### config.mk
export PLATFORM = sky130hd
export DESIGN_NAME = traffic_lane_ca_step_flat
export DESIGN_NICKNAME = d
export VERILOG_FILES = /design/src/rtl/tlca_pkg.sv /design/src/rtl/tlca_in_if.sv /design/src/rtl/tlca_out_if.sv /design/src/rtl/tlca_cfg_if.sv /design/src/rtl/tlca_ram.sv /design/src/rtl/traffic_lane_ca_step.sv /design/src/flat_wrapper.sv
export SDC_FILE = /design/constraint.sdc
export NUM_CORES = 1
export LEC_CHECK = 0
export ABC_AREA = 1
export BUFFER_PORTS_ARGS = -buffer_cell sky130_fd_sc_hd__buf_2
export CORE_MARGIN = 3
export CORE_UTILIZATION = 45
export CTS_CLUSTER_DIAMETER = 120
export CTS_CLUSTER_SIZE = 40
export DETAILED_ROUTE_END_ITERATION = 10
export PLACE_DENSITY = 0.7
export SYNTH_ARGS = -nofsm -noshare
export SYNTH_HDL_FRONTEND = slang
export SYNTH_SLANG_ARGS = --single-unit
### constraint.sdc
create_clock -name clk -period 19.4 [get_ports clk]
set_input_delay 1.94 -clock clk [delete_from_list [all_inputs] [get_ports clk]]
set_output_delay 1.94 -clock clk [all_outputs]
set_load 0.05 [all_outputs]
### src/rtl/tlca_pkg.sv
package tlca_pkg;

  // default number of stored road cells
  localparam int LANE_CELLS_DEF = 64;

  // field widths
  localparam int VEL_W      = 4;
  localparam int IDX_W      = 6;
  localparam int LANE_W     = 7;
  localparam int BITS_W     = 64;
  localparam int CFG_IDX_W  = 4;
  localparam int CFG_DATA_W = 8;

  // item opcodes
  localparam logic OP_LOAD = 1'b0;
  localparam logic OP_STEP = 1'b1;

  // configuration register indexes
  localparam logic [CFG_IDX_W-1:0] CFG_MAX_SPEED     = CFG_IDX_W'(0);
  localparam logic [CFG_IDX_W-1:0] CFG_LANE_LENGTH   = CFG_IDX_W'(1);
  localparam logic [CFG_IDX_W-1:0] CFG_OPEN_BOUNDARY = CFG_IDX_W'(2);
  localparam logic [CFG_IDX_W-1:0] CFG_ENTRY_SPEED   = CFG_IDX_W'(3);

  // configuration reset values
  localparam logic [VEL_W-1:0]  MAX_SPEED_RST   = VEL_W'(5);
  localparam logic [LANE_W-1:0] LANE_LENGTH_RST = LANE_W'(64);
  localparam logic              OPEN_RST        = 1'b0;
  localparam logic [VEL_W-1:0]  ENTRY_SPEED_RST = VEL_W'(1);

endpackage

### src/rtl/tlca_in_if.sv
interface tlca_in_if;
  logic                          valid;
  logic                          ready;
  logic                          op;
  logic [tlca_pkg::IDX_W-1:0]    cell_index;
  logic                          cell_full;
  logic [tlca_pkg::VEL_W-1:0]    cell_speed;
  logic [tlca_pkg::BITS_W-1:0]   random_bits;

  modport source (output valid, op, cell_index, cell_full, cell_speed, random_bits,
                  input ready);
  modport sink   (input valid, op, cell_index, cell_full, cell_speed, random_bits,
                  output ready);
endinterface

### src/rtl/tlca_out_if.sv
interface tlca_out_if;
  logic                       valid;
  logic                       ready;
  logic [tlca_pkg::IDX_W-1:0] out_index;
  logic                       out_full;
  logic [tlca_pkg::VEL_W-1:0] out_speed;
  logic                       out_last;

  modport source (output valid, out_index, out_full, out_speed, out_last, input ready);
  modport sink   (input valid, out_index, out_full, out_speed, out_last, output ready);
endinterface

### src/rtl/tlca_cfg_if.sv
interface tlca_cfg_if;
  logic                            valid;
  logic                            ready;
  logic [tlca_pkg::CFG_IDX_W-1:0]  index;
  logic [tlca_pkg::CFG_DATA_W-1:0] data;

  modport source (output valid, index, data, input ready);
  modport sink   (input valid, index, data, output ready);
endinterface

### src/rtl/tlca_ram.sv
module tlca_ram #(
  parameter int WIDTH = tlca_pkg::VEL_W,
  parameter int DEPTH = tlca_pkg::LANE_CELLS_DEF
) (
  input  logic                     clk,
  input  logic                     we,
  input  logic [$clog2(DEPTH)-1:0] waddr,
  input  logic [WIDTH-1:0]         wdata,
  input  logic                     re,
  input  logic [$clog2(DEPTH)-1:0] raddr,
  output logic [WIDTH-1:0]         rdata
);

  logic [WIDTH-1:0] mem [DEPTH];

  // one write port, one registered read port
  always_ff @(posedge clk) begin
    if (we) begin
      mem[waddr] <= wdata;
    end
    if (re) begin
      rdata <= mem[raddr];
    end
  end

endmodule

### src/rtl/traffic_lane_ca_step.sv
// Single-lane traffic cellular automaton. A load beat (op 0) writes one cell. A step beat
// (op 1) on a road of n cells runs from its accept through a sweep that reads each cell once
// through the speed memory's single read port and updates each car as the next car ahead is
// found, a state that settles the last car, one that handles injection, then n output beats,
// one per cell, read again through the same port into the read and output registers, and
// held while the output side stalls. The input is not ready during a step. Occupancy lives
// in flip-flops cleared by reset; speeds live in a RAM and are read for every cell.
module traffic_lane_ca_step #(
  parameter int LANE_CELLS = tlca_pkg::LANE_CELLS_DEF
) (
  input  logic       clk,
  input  logic       rst_n,
  tlca_in_if.sink    in_ch,
  tlca_out_if.source out_ch,
  tlca_cfg_if.sink   cfg_ch
);

  localparam int IW = $clog2(LANE_CELLS);
  localparam int NW = $clog2(LANE_CELLS + 1);
  localparam int GW = (NW + 1 > 5) ? NW + 1 : 5;
  localparam int CW = (NW > tlca_pkg::LANE_W) ? NW : tlca_pkg::LANE_W;
  localparam int VW = tlca_pkg::VEL_W;

  typedef enum logic [2:0] {
    S_IDLE,
    S_SCAN,
    S_DRAIN,
    S_LAST,
    S_INJECT,
    S_OUT
  } state_t;

  // speed update for one car given its gap to the car ahead
  function automatic logic [VW-1:0] new_speed(input logic [VW-1:0] v,
                                              input logic [GW-1:0] d,
                                              input logic [VW-1:0] vmax,
                                              input logic          slow);
    logic [VW-1:0] s;
    logic [GW-1:0] v_ext;
    v_ext = GW'(v);
    s     = v;
    if ((v < vmax) && (d > v_ext + GW'(1))) begin
      s = v + VW'(1);
    end else if ((v != '0) && (d <= v_ext)) begin
      s = d[VW-1:0] - VW'(1);
    end
    if (slow && (s != '0)) begin
      s = s - VW'(1);
    end
    return s;
  endfunction

  state_t                     state_r, state_nxt;
  logic [LANE_CELLS-1:0]      occ_r, occ_nxt;
  logic [NW-1:0]              n_r, n_nxt;
  logic [IW-1:0]              scan_idx_r, scan_idx_nxt;
  logic                       hit_r, hit_nxt;
  logic [IW-1:0]              hit_idx_r, hit_idx_nxt;
  logic                       have_prev_r, have_prev_nxt;
  logic [IW-1:0]              prev_pos_r, prev_pos_nxt;
  logic [VW-1:0]              prev_vel_r, prev_vel_nxt;
  logic [IW-1:0]              first_pos_r, first_pos_nxt;
  logic [tlca_pkg::BITS_W-1:0] bits_r, bits_nxt;
  logic                       rd_done_r, rd_done_nxt;
  logic                       pend_r, pend_nxt;
  logic                       pend_full_r, pend_full_nxt;
  logic [IW-1:0]              pend_idx_r, pend_idx_nxt;
  logic                       out_valid_r, out_valid_nxt;
  logic [tlca_pkg::IDX_W-1:0] out_index_r, out_index_nxt;
  logic                       out_full_r, out_full_nxt;
  logic [VW-1:0]              out_speed_r, out_speed_nxt;
  logic                       out_last_r, out_last_nxt;
  logic [VW-1:0]              cfg_max_r, cfg_max_nxt;
  logic [tlca_pkg::LANE_W-1:0] cfg_lane_r, cfg_lane_nxt;
  logic                       cfg_open_r, cfg_open_nxt;
  logic [VW-1:0]              cfg_entry_r, cfg_entry_nxt;

  // speed memory ports
  logic          ram_we;
  logic [IW-1:0] ram_waddr;
  logic [VW-1:0] ram_wdata;
  logic          ram_re;
  logic [IW-1:0] ram_raddr;
  logic [VW-1:0] ram_rdata;

  // shared car update unit
  logic          fin_go;
  logic [GW-1:0] fin_gap;
  logic [GW-1:0] gap_scan;
  logic [GW-1:0] gap_last;
  logic [VW-1:0] fin_speed;
  logic [GW-1:0] fin_sum;
  logic [GW-1:0] fin_dest;
  logic          fin_keep;
  logic [GW-1:0] n_ext;

  // sweep helpers
  logic [IW-1:0] last_idx;
  logic [CW-1:0] ln_ext;
  logic [CW-1:0] ln_sat;
  logic          slot_free;
  logic          load_out;
  logic          issue;

  tlca_ram #(
    .WIDTH (VW),
    .DEPTH (LANE_CELLS)
  ) u_tlca_ram (
    .clk   (clk),
    .we    (ram_we),
    .waddr (ram_waddr),
    .wdata (ram_wdata),
    .re    (ram_re),
    .raddr (ram_raddr),
    .rdata (ram_rdata)
  );

  assign in_ch.ready      = (state_r == S_IDLE);
  assign cfg_ch.ready     = 1'b1;
  assign out_ch.valid     = out_valid_r;
  assign out_ch.out_index = out_index_r;
  assign out_ch.out_full  = out_full_r;
  assign out_ch.out_speed = out_speed_r;
  assign out_ch.out_last  = out_last_r;

  // road length clamped to the stored cells
  always_comb begin
    ln_ext = CW'(cfg_lane_r);
    if (ln_ext < CW'(2)) begin
      ln_sat = CW'(2);
    end else if (ln_ext > CW'(LANE_CELLS)) begin
      ln_sat = CW'(LANE_CELLS);
    end else begin
      ln_sat = ln_ext;
    end
  end

  assign last_idx = IW'(n_r - NW'(1));
  assign n_ext    = GW'(n_r);

  // gaps: to the car just found, or past the last car
  assign gap_scan = GW'(hit_idx_r) - GW'(prev_pos_r);
  assign gap_last = cfg_open_r ? (n_ext << 1)
                               : GW'(first_pos_r) + n_ext - GW'(prev_pos_r);
  assign fin_gap  = (state_r == S_LAST) ? gap_last : gap_scan;

  // new speed and landing cell of the pending car
  always_comb begin
    fin_speed = new_speed(prev_vel_r, fin_gap, cfg_max_r, bits_r[0]);
    fin_sum   = GW'(prev_pos_r) + GW'(fin_speed);
    fin_keep  = 1'b1;
    fin_dest  = fin_sum;
    if (fin_sum >= n_ext) begin
      if (cfg_open_r) begin
        fin_keep = 1'b0;
      end else begin
        fin_dest = fin_sum - n_ext;
      end
    end
  end

  // output slot handshake
  assign slot_free = !out_valid_r || out_ch.ready;
  assign load_out  = (state_r == S_OUT) && pend_r && slot_free;
  assign issue     = (state_r == S_OUT) && !rd_done_r && (!pend_r || slot_free);

  // sequencer
  always_comb begin
    state_nxt     = state_r;
    occ_nxt       = occ_r;
    n_nxt         = n_r;
    scan_idx_nxt  = scan_idx_r;
    hit_nxt       = hit_r;
    hit_idx_nxt   = hit_idx_r;
    have_prev_nxt = have_prev_r;
    prev_pos_nxt  = prev_pos_r;
    prev_vel_nxt  = prev_vel_r;
    first_pos_nxt = first_pos_r;
    bits_nxt      = bits_r;
    rd_done_nxt   = rd_done_r;
    pend_nxt      = pend_r;
    pend_full_nxt = pend_full_r;
    pend_idx_nxt  = pend_idx_r;
    out_valid_nxt = out_valid_r;
    out_index_nxt = out_index_r;
    out_full_nxt  = out_full_r;
    out_speed_nxt = out_speed_r;
    out_last_nxt  = out_last_r;
    cfg_max_nxt   = cfg_max_r;
    cfg_lane_nxt  = cfg_lane_r;
    cfg_open_nxt  = cfg_open_r;
    cfg_entry_nxt = cfg_entry_r;
    ram_we        = 1'b0;
    ram_waddr     = '0;
    ram_wdata     = '0;
    ram_re        = 1'b0;
    ram_raddr     = scan_idx_r;
    fin_go        = 1'b0;

    // register writes
    if (cfg_ch.valid) begin
      unique case (cfg_ch.index)
        tlca_pkg::CFG_MAX_SPEED:     cfg_max_nxt   = cfg_ch.data[VW-1:0];
        tlca_pkg::CFG_LANE_LENGTH:   cfg_lane_nxt  = cfg_ch.data[tlca_pkg::LANE_W-1:0];
        tlca_pkg::CFG_OPEN_BOUNDARY: cfg_open_nxt  = cfg_ch.data[0];
        tlca_pkg::CFG_ENTRY_SPEED:   cfg_entry_nxt = cfg_ch.data[VW-1:0];
        default: ;
      endcase
    end

    unique case (state_r)
      S_IDLE: begin
        if (in_ch.valid) begin
          unique case (in_ch.op)
            tlca_pkg::OP_LOAD: begin
              if (32'(in_ch.cell_index) < 32'(LANE_CELLS)) begin
                occ_nxt[IW'(in_ch.cell_index)] = in_ch.cell_full;
                ram_we    = 1'b1;
                ram_waddr = IW'(in_ch.cell_index);
                ram_wdata = in_ch.cell_full ? in_ch.cell_speed : '0;
              end
            end
            tlca_pkg::OP_STEP: begin
              n_nxt         = NW'(ln_sat);
              bits_nxt      = in_ch.random_bits;
              scan_idx_nxt  = '0;
              hit_nxt       = 1'b0;
              have_prev_nxt = 1'b0;
              state_nxt     = S_SCAN;
            end
          endcase
        end
      end

      S_SCAN, S_DRAIN: begin
        // the car found last cycle closes the gap of the one before it
        if (hit_r) begin
          fin_go        = have_prev_r;
          prev_pos_nxt  = hit_idx_r;
          prev_vel_nxt  = ram_rdata;
          have_prev_nxt = 1'b1;
          if (!have_prev_r) begin
            first_pos_nxt = hit_idx_r;
          end
        end
        if (state_r == S_SCAN) begin
          ram_re      = 1'b1;
          hit_nxt     = occ_r[scan_idx_r];
          hit_idx_nxt = scan_idx_r;
          if (scan_idx_r == last_idx) begin
            state_nxt = S_DRAIN;
          end else begin
            scan_idx_nxt = scan_idx_r + IW'(1);
          end
        end else begin
          hit_nxt   = 1'b0;
          state_nxt = S_LAST;
        end
      end

      S_LAST: begin
        fin_go    = have_prev_r;
        state_nxt = S_INJECT;
      end

      S_INJECT: begin
        if (cfg_open_r && !occ_r[0] && bits_r[0]) begin
          occ_nxt[0] = 1'b1;
          ram_we     = 1'b1;
          ram_waddr  = '0;
          ram_wdata  = cfg_entry_r;
        end
        scan_idx_nxt = '0;
        rd_done_nxt  = 1'b0;
        pend_nxt     = 1'b0;
        state_nxt    = S_OUT;
      end

      S_OUT: begin
        if (out_valid_r && out_ch.ready) begin
          out_valid_nxt = 1'b0;
          if (out_last_r) begin
            state_nxt = S_IDLE;
          end
        end
        if (load_out) begin
          out_valid_nxt = 1'b1;
          out_index_nxt = tlca_pkg::IDX_W'(pend_idx_r);
          out_full_nxt  = pend_full_r;
          out_speed_nxt = pend_full_r ? ram_rdata : '0;
          out_last_nxt  = (pend_idx_r == last_idx);
          pend_nxt      = 1'b0;
        end
        if (issue) begin
          ram_re        = 1'b1;
          pend_nxt      = 1'b1;
          pend_full_nxt = occ_r[scan_idx_r];
          pend_idx_nxt  = scan_idx_r;
          if (scan_idx_r == last_idx) begin
            rd_done_nxt = 1'b1;
          end else begin
            scan_idx_nxt = scan_idx_r + IW'(1);
          end
        end
      end

      default: state_nxt = S_IDLE;
    endcase

    // apply the pending car's update: vacate, then land
    if (fin_go) begin
      occ_nxt[prev_pos_r] = 1'b0;
      if (fin_keep) begin
        occ_nxt[IW'(fin_dest)] = 1'b1;
        ram_we    = 1'b1;
        ram_waddr = IW'(fin_dest);
        ram_wdata = fin_speed;
      end
      bits_nxt = bits_r >> 1;
    end
  end

  // state, control and payload registers
  always_ff @(posedge clk) begin
    if (!rst_n) begin
      state_r     <= S_IDLE;
      occ_r       <= '0;
      hit_r       <= 1'b0;
      have_prev_r <= 1'b0;
      rd_done_r   <= 1'b0;
      pend_r      <= 1'b0;
      out_valid_r <= 1'b0;
      cfg_max_r   <= tlca_pkg::MAX_SPEED_RST;
      cfg_lane_r  <= tlca_pkg::LANE_LENGTH_RST;
      cfg_open_r  <= tlca_pkg::OPEN_RST;
      cfg_entry_r <= tlca_pkg::ENTRY_SPEED_RST;
    end else begin
      state_r     <= state_nxt;
      occ_r       <= occ_nxt;
      hit_r       <= hit_nxt;
      have_prev_r <= have_prev_nxt;
      rd_done_r   <= rd_done_nxt;
      pend_r      <= pend_nxt;
      out_valid_r <= out_valid_nxt;
      cfg_max_r   <= cfg_max_nxt;
      cfg_lane_r  <= cfg_lane_nxt;
      cfg_open_r  <= cfg_open_nxt;
      cfg_entry_r <= cfg_entry_nxt;
      n_r         <= n_nxt;
      scan_idx_r  <= scan_idx_nxt;
      hit_idx_r   <= hit_idx_nxt;
      prev_pos_r  <= prev_pos_nxt;
      prev_vel_r  <= prev_vel_nxt;
      first_pos_r <= first_pos_nxt;
      bits_r      <= bits_nxt;
      pend_full_r <= pend_full_nxt;
      pend_idx_r  <= pend_idx_nxt;
      out_index_r <= out_index_nxt;
      out_full_r  <= out_full_nxt;
      out_speed_r <= out_speed_nxt;
      out_last_r  <= out_last_nxt;
    end
  end

endmodule

### src/flat_wrapper.sv
// flat-port wrapper written by rule: the top's interface ports become plain ports
module traffic_lane_ca_step_flat 
#(
  parameter int LANE_CELLS = tlca_pkg::LANE_CELLS_DEF
)
  (clk, rst_n, in_ch_valid, in_ch_op, in_ch_cell_index, in_ch_cell_full, in_ch_cell_speed, in_ch_random_bits, in_ch_ready, out_ch_valid, out_ch_out_index, out_ch_out_full, out_ch_out_speed, out_ch_out_last, out_ch_ready, cfg_ch_valid, cfg_ch_index, cfg_ch_data, cfg_ch_ready);
  tlca_in_if in_ch_i ();
  tlca_out_if out_ch_i ();
  tlca_cfg_if cfg_ch_i ();
  input  logic clk;
  input  logic rst_n;
  input wire logic [$bits(in_ch_i.valid)-1:0] in_ch_valid;
  input wire logic [$bits(in_ch_i.op)-1:0] in_ch_op;
  input wire logic [$bits(in_ch_i.cell_index)-1:0] in_ch_cell_index;
  input wire logic [$bits(in_ch_i.cell_full)-1:0] in_ch_cell_full;
  input wire logic [$bits(in_ch_i.cell_speed)-1:0] in_ch_cell_speed;
  input wire logic [$bits(in_ch_i.random_bits)-1:0] in_ch_random_bits;
  output wire logic [$bits(in_ch_i.ready)-1:0] in_ch_ready;
  output wire logic [$bits(out_ch_i.valid)-1:0] out_ch_valid;
  output wire logic [$bits(out_ch_i.out_index)-1:0] out_ch_out_index;
  output wire logic [$bits(out_ch_i.out_full)-1:0] out_ch_out_full;
  output wire logic [$bits(out_ch_i.out_speed)-1:0] out_ch_out_speed;
  output wire logic [$bits(out_ch_i.out_last)-1:0] out_ch_out_last;
  input wire logic [$bits(out_ch_i.ready)-1:0] out_ch_ready;
  input wire logic [$bits(cfg_ch_i.valid)-1:0] cfg_ch_valid;
  input wire logic [$bits(cfg_ch_i.index)-1:0] cfg_ch_index;
  input wire logic [$bits(cfg_ch_i.data)-1:0] cfg_ch_data;
  output wire logic [$bits(cfg_ch_i.ready)-1:0] cfg_ch_ready;
  assign in_ch_i.valid = in_ch_valid;
  assign in_ch_i.op = in_ch_op;
  assign in_ch_i.cell_index = in_ch_cell_index;
  assign in_ch_i.cell_full = in_ch_cell_full;
  assign in_ch_i.cell_speed = in_ch_cell_speed;
  assign in_ch_i.random_bits = in_ch_random_bits;
  assign in_ch_ready = in_ch_i.ready;
  assign out_ch_valid = out_ch_i.valid;
  assign out_ch_out_index = out_ch_i.out_index;
  assign out_ch_out_full = out_ch_i.out_full;
  assign out_ch_out_speed = out_ch_i.out_speed;
  assign out_ch_out_last = out_ch_i.out_last;
  assign out_ch_i.ready = out_ch_ready;
  assign cfg_ch_i.valid = cfg_ch_valid;
  assign cfg_ch_i.index = cfg_ch_index;
  assign cfg_ch_i.data = cfg_ch_data;
  assign cfg_ch_ready = cfg_ch_i.ready;
  traffic_lane_ca_step #(.LANE_CELLS(LANE_CELLS)) u_core (.clk(clk), .rst_n(rst_n), .in_ch(in_ch_i), .out_ch(out_ch_i), .cfg_ch(cfg_ch_i));
endmodule
==> run_results.csv, run 1 <==
group,metric,value,unit
cts,cts_hold_buf,0,
global_routing,grt_util_all_layers,0.226,
cts,ctsResizeCount,0,
synth,yosysUniqueCellTypes,56,
cts,cts_sinks,466,
global_routing,grt_pass1_vias,17300,
synth,synth_area,0.0229,sq mm
final_layout,drive_gt1_frac,0.0779,
detailed_routing,wl_per_cell,19.6,microns
global_routing,grt_pass1_wl,95400,microns
global_routing,grt-ovfl-total,0,
synth,syn_nets,2612,
power,p_leak,9.68,nW
setup_path,critPathBufInv,10,
detailed_routing,vias,18200,
global_routing,antenna_found_initial,1,
setup_path,cp.arrival,9340,ps
run,maxCapViolCount,0,
worst_hold_path,worstHoldStart,"u_core.cfg_max_r[1]$_SDFFE_PN0P_",
worst_hold_path,min_to,"u_core.cfg_max_r[1]$_SDFFE_PN0P_",
detailed_routing,met3_length,5320,microns
synth,synth_edf_count,378,
die,start_util,0.456,
detailed_routing,m1WireLength,25500,microns
timing,rsz0062_at_grt,"false",
synth,syn_avg_cell_area,9.29,sq um
die,core_region_area,0.0502,sq mm
worst_hold_path,hold_class,"register to register",
cts,cts_tree,"built",
final_layout,nNetsFinal,2652,
run_status,failed_checks,"design-rule violations",
cts,htree_levels,1,
detailed_routing,wl_met2,29300,microns
cts,post_cts_buffers,0,
synth,synthArstFlopShare,0,
timing,period_minus_slack,9100,ps
synth,synth_flop_cell,"edfxtp_1",
detailed_routing,routed.top_layer,"met5",
synth,syn_inst,2465,
detailed_routing,ant_nets,0,
cts,cts_made_buffers,16,
die,die_area,0.0536,sq mm
setup_path,crit_type,"register to register",
timing,setup_viol,0,
setup_path,r2r-end,"u_core.u_tlca_ram.mem[20][3]$_DFFE_PP_",
cts,clk_latency,560,ps
timing,worstMarginPinSlew,1280,ps
setup_path,start_kind,"register",
setup_path,cpMaxStageDelayCell,"fa_1",
setup_path,end_kind,"register",
timing,layout_setup_ws,10300,ps
timing,post-route-period-util,0.469,
setup_path,max_stage_delay,590,ps
worst_hold_path,holdPathStages,2,
power,vdd.ir_drop.worst,0.0602,mV
setup_path,critPathMaxFanout,8,
run_status,status,"finished, violations left",
die,die_height,232,microns
setup_path,regToRegSetupSlack,10300,ps
timing,slew_headroom,0.138,
setup_path,cp_num_cells,45,
timing,setup_tns,0,ps
setup_path,crit_family,"adder cells",
die,rows,82,
placement,port-buffer-count,105,
cts,ctsRootBufferMaster,"clkbuf_16",
placement,post-dp-hpwl,41100,microns
synth,yosysTopAreaCellShare,0.496,
setup_path,rr_startpoint,"u_core.prev_pos_r[1]$_DFFE_PP_",
setup_path,reg2reg_depth,45,
detailed_routing,vias_per_cell,5.72,
die,io-pin-count,108,
power,power,1.85,mW
timing,finalMaxSlewViolations,0,
power,power_density,75.3,mW/mm^2
timing,finClkSkew,21.4,ps
final_layout,post-route-util,0.490,
synth,yosysWarnings,0,
final_layout,diodes,0,
timing,timing.fmax,110,MHz
cts,clock_path_buffers,3,
final_layout,final_common_cell,"nand2_1",
synth,ys_ff_latch,466,
die,die-width,232,microns
synth,yosysTopAreaCell,"edfxtp_1",
cts,clk_pin_slew,140,ps
detailed_routing,wirelength,62600,microns
synth,synth_area_leaders,"edfxtp_1 50%, nand2_1 7.7%, dfxtp_1 7.7%",
final_layout,area_delta_synth_final,7.30,%
timing,hold_viol,0,
synth,yosysSeqAreaShare,0.573,
detailed_routing,drt_first_pass_iters,9,
detailed_routing,drtIter0Drc,1979,
detailed_routing,route.detailed.drc,1,
placement,gp_congestion,0.957,
global_routing,grt_max_degree,113,
final_layout,mostFrequentLayoutCells,"468 x nand2_1, 463 x nor2_1, 378 x edfxtp_1",
placement,pre_cts_slack,10430,ps
setup_path,cpMostUsedCell,"nand2_1",
setup_path,required,19640,ps
worst max-delay path by stage:
stage	from	to	slack, ps
after CTS	u_core.prev_pos_r[1]$_DFFE_PP_	u_core.u_tlca_ram.mem[20][3]$_DFFE_PP_	10390
after global placement	u_core.prev_pos_r[1]$_DFFE_PP_	u_core.u_tlca_ram.mem[20][2]$_DFFE_PP_	10720
after global routing	u_core.prev_pos_r[1]$_DFFE_PP_	u_core.u_tlca_ram.mem[20][3]$_DFFE_PP_	9550
after floorplan	u_core.prev_pos_r[1]$_DFFE_PP_	u_core.u_tlca_ram.mem[12][0]$_DFFE_PP_	12240
final	u_core.prev_pos_r[1]$_DFFE_PP_	u_core.u_tlca_ram.mem[20][3]$_DFFE_PP_	10300
after detailed placement	u_core.prev_pos_r[1]$_DFFE_PP_	u_core.u_tlca_ram.mem[36][1]$_DFFE_PP_	10430
area by class of cell:
cell class / count / area [sq um]
fillers: 4616 / 25600
flip-flops and latches: 466 / 13100
multi-input cells: 1705 / 8680
well taps: 672 / 841
inverters: 189 / 712
repair buffers: 127 / 691
clock buffers: 24 / 452
clock inverters: 4 / 67.6
state kept, by name, summed over array words and instances, names as in the netlist, 3 cells and up:
signal and flops:
u_core.out_ch.out_speed 4, u_core.prev_vel_r 4, u_core.first_pos_r 6, u_core.bits_r 64, u_core.out_ch.out_index 6, u_core.occ_r 64, u_core.cfg_entry_r 4, u_core.hit_idx_r 6
u_core.u_tlca_ram.mem 256, u_core.prev_pos_r 6, u_core.ram_raddr 6, u_core.state_r 3, u_core.cfg_lane_r 7, u_core.u_tlca_ram.rdata 4, u_core.cfg_max_r 4, u_core.n_r 7
u_core.pend_idx_r 6
through the flow:
stage | hold WS [ps] | cells | area, sq um
after detailed placement | 464 | 3159 | 24000
after floorplan | 426 | 2465 | 22900
after CTS | 492 | 3187 | 24600
final | 485 | 3187 | 24600
after global placement | 457 | 3159 | 24000
after global routing | 510 | 3187 | 24600
cells in the mapped netlist, drive strengths merged (18+ instances only):
library cell and instances:
nand2 475, nand4 30, edfxtp 378, dfxtp 88, xor2 22, nor2 471, o21ai 203, mux2i 33
o211ai 19, ha 45, nor3 29, inv 185, a31oi 18, o22ai 53, o221ai 37, nand3 77
a21oi 136, clkbuf 94
power by group:
group / leakage (nW) / internal (mW) / switching (mW)
combinational: 4.88 / 0.0769 / 0.195
clock: 0.248 / 0.174 / 0.303
sequential: 4.55 / 1.09 / 0.00930
total: 9.68 / 1.34 / 0.508
kinds of logic after synthesis:
logic type / synth area share
AO/OA/AOI/OAI: 0.124
XOR/XNOR: 0.00995
adder cells (fa/ha/maj): 0.0325
buffers and inverters: 0.0486
flip-flops: 0.573
multiplexers: 0.0144
other: 0.000164
AND/OR/NAND/NOR: 0.198
routing by layer:
metal,vias up,track usage
li1,8558,-
met1,8650,0.305
met2,880,0.375
met3,150,0.0280
met4,2,0.0838
met5,-,0
tightest hold or removal path, delay by kind of cell, from the launching register on:
| kind | cells | cell delay (ps) |
|---|---|---|
| compound gates | 1 | 60 |
| flops | 1 | 320 |
| buf+inv | 1 | 70 |
(Power assumes the default switching activity.)
==> run 2, diff against run 1 <==
Clock period 19.4 ns to 8.6 ns, I/O delays scaled along.
==> run 2 against run 1 <==
Compared with the run above:
- the run now ends clean
- highest routed layer unchanged
- final area rose by 2.9%
- register-to-register slack got worse by 9800 ps
- largest power group unchanged
- wire length rose by 1.9%
==> run_results.csv, run 2 (same netlist as run 1, synthesis figures left out) <==
group,metric,value,unit
run_status,status,"completed",
timing,period_minus_slack,8110,ps
worst_hold_path,hold_class,"register to register",
timing,hold_viol,0,
timing,finClkSkew,50.2,ps
cts,cts_made_buffers,16,
cts,clk_latency,570,ps
placement,gp_congestion,0.989,
timing,rsz0062_at_grt,"true",
power,p_leak,9.84,nW
detailed_routing,drt_first_pass_iters,6,
timing,worstMarginPinSlew,1180,ps
final_layout,stdcell_area,0.0253,sq mm
cts,clock_path_buffers,3,
cts,htree_levels,1,
die,core_region_area,0.0502,sq mm
cts,cts_tree,"built",
final_layout,area_delta_synth_final,10.4,%
final_layout,drive_gt1_frac,0.121,
timing,timing.fmax,123,MHz
placement,port-buffer-count,105,
detailed_routing,ant_nets,0,
detailed_routing,vias,18500,
placement,placedCellCount,3172,
global_routing,grt_pass1_wl,97900,microns
final_layout,largestRegisters,"u_core.u_tlca_ram.mem: 256 flops, u_core.bits_r: 64 flops, u_core.occ_r: 64 flops",
global_routing,antenna_found_initial,2,
die,die_height,232,microns
cts,cts_hold_buf,0,
placement,post-dp-hpwl,42900,microns
global_routing,grt-ovfl-total,0,
global_routing,grt_max_degree,110,
timing,setup_viol,0,
die,rows,82,
setup_path,required,8850,ps
die,die-width,232,microns
final_layout,largest_register,"u_core.u_tlca_ram.mem",
detailed_routing,vias_per_cell,5.76,
setup_path,cpMaxStageDelayCell,"fa_1",
placement,placed_area,0.0242,sq mm
timing,fin_hold_ws,471,ps
setup_path,cpMostUsedCell,"nand2_1",
cts,ctsRootBufferMaster,"clkbuf_16",
global_routing,grt_pass1_vias,17700,
final_layout,n_fill_cell,4483,
setup_path,start_kind,"register",
timing,slew_headroom,0.209,
final_layout,mostFrequentLayoutCells,"454 x nand2_1, 395 x nor2_1, 378 x edfxtp_1",
power,vdd.ir_drop.worst,0.147,mV
die,die_area,0.0536,sq mm
setup_path,max_stage_delay,540,ps
detailed_routing,wl_per_cell,19.9,microns
cts,cts_sinks,466,
run,maxCapViolCount,0,
final_layout,fin_cells,3208,
detailed_routing,drtIter0Drc,2206,
final_layout,largest_reg_flops,256,
detailed_routing,route.detailed.drc,0,
power,power_density,166,mW/mm^2
final_layout,final_common_cell,"nand2_1",
setup_path,critPathMaxFanout,8,
die,io-pin-count,108,
global_routing,grt_util_all_layers,0.231,
die,start_util,0.456,
setup_path,end_kind,"register",
final_layout,nNetsFinal,2673,
power,power,4.20,mW
timing,post-route-period-util,0.943,
setup_path,crit_type,"register to register",
detailed_routing,wirelength,63800,microns
final_layout,diodes,0,
cts,clk_pin_slew,140,ps
timing,finalMaxSlewViolations,0,
setup_path,cp.arrival,8350,ps
==> run 2: stage by stage <==
step | setup TNS [ps] | util | setup WS [ps]
global placement | 0 | 0.482 | 446
floorplan | 0 | - | 1440
finish | 0 | 0.504 | 493
detailed placement | 0 | 0.482 | 131
CTS | 0 | 0.492 | 55.3
global route | -10050 | 0.504 | -128
==> run 2: final timing paths <==
kind,from,to,slack (ps),cells after the start
setup / recovery,u_core.prev_pos_r[1]$_DFFE_PP_,u_core.u_tlca_ram.mem[15][0]$_DFFE_PP_,490,42
hold / removal,u_core.bits_r[13]$_DFFE_PP_,u_core.bits_r[12]$_DFFE_PP_,470,2
setup reg to reg,u_core.prev_pos_r[1]$_DFFE_PP_,u_core.u_tlca_ram.mem[15][0]$_DFFE_PP_,490,42
hold reg to reg,u_core.bits_r[13]$_DFFE_PP_,u_core.bits_r[12]$_DFFE_PP_,470,2
==> run 2: layer usage <==
metal  global-route usage  vias up  wire [microns]
met1                0.313     8819           25900
met4               0.0926        2            2760
met2                0.373      878           29300
li1                     -     8615               -
met5                    0        -              13
met3               0.0369      175            5880
==> run 2: layout make-up <==
cell class | instances | area (sq um) | share of cell area
clock buffers | 24 | 452 | 0.0179
clock inverters | 4 | 56.3 | 0.00223
inverters | 189 | 721 | 0.0285
multi-input cells | 1705 | 9170 | 0.363
flip-flops and latches | 466 | 13100 | 0.519
well taps | 672 | 841 | 0.0333
repair buffers | 148 | 918 | 0.0363
==> run 2: repair_timing <==
action | 4_1_cts | 5_1_grt
buffers inserted | 0 | 8
gates resized for setup | 0 | 143
setup endpoints to repair | 0 | 317
==> run 2: worst max-delay path, delay by kind of cell, from the launching register on <==
family                     cells  cell delay, ps
AOI/OAI and AO/OA              6             860
xor gates and xnor gates       2             330
adders and majority gates      7            2470
buffers and inverters          8             930
DFF                            1             430
and+or+nand+nor               19            2780
==> run 2: power by group <==
group	total, mW	internal, mW	leakage, nW	switching (mW)
logic	0.653	0.186	5.04	0.467
clock network	1.07	0.387	0.244	0.683
registers	2.48	2.46	4.55	0.0207
total	4.20	3.03	9.84	1.17
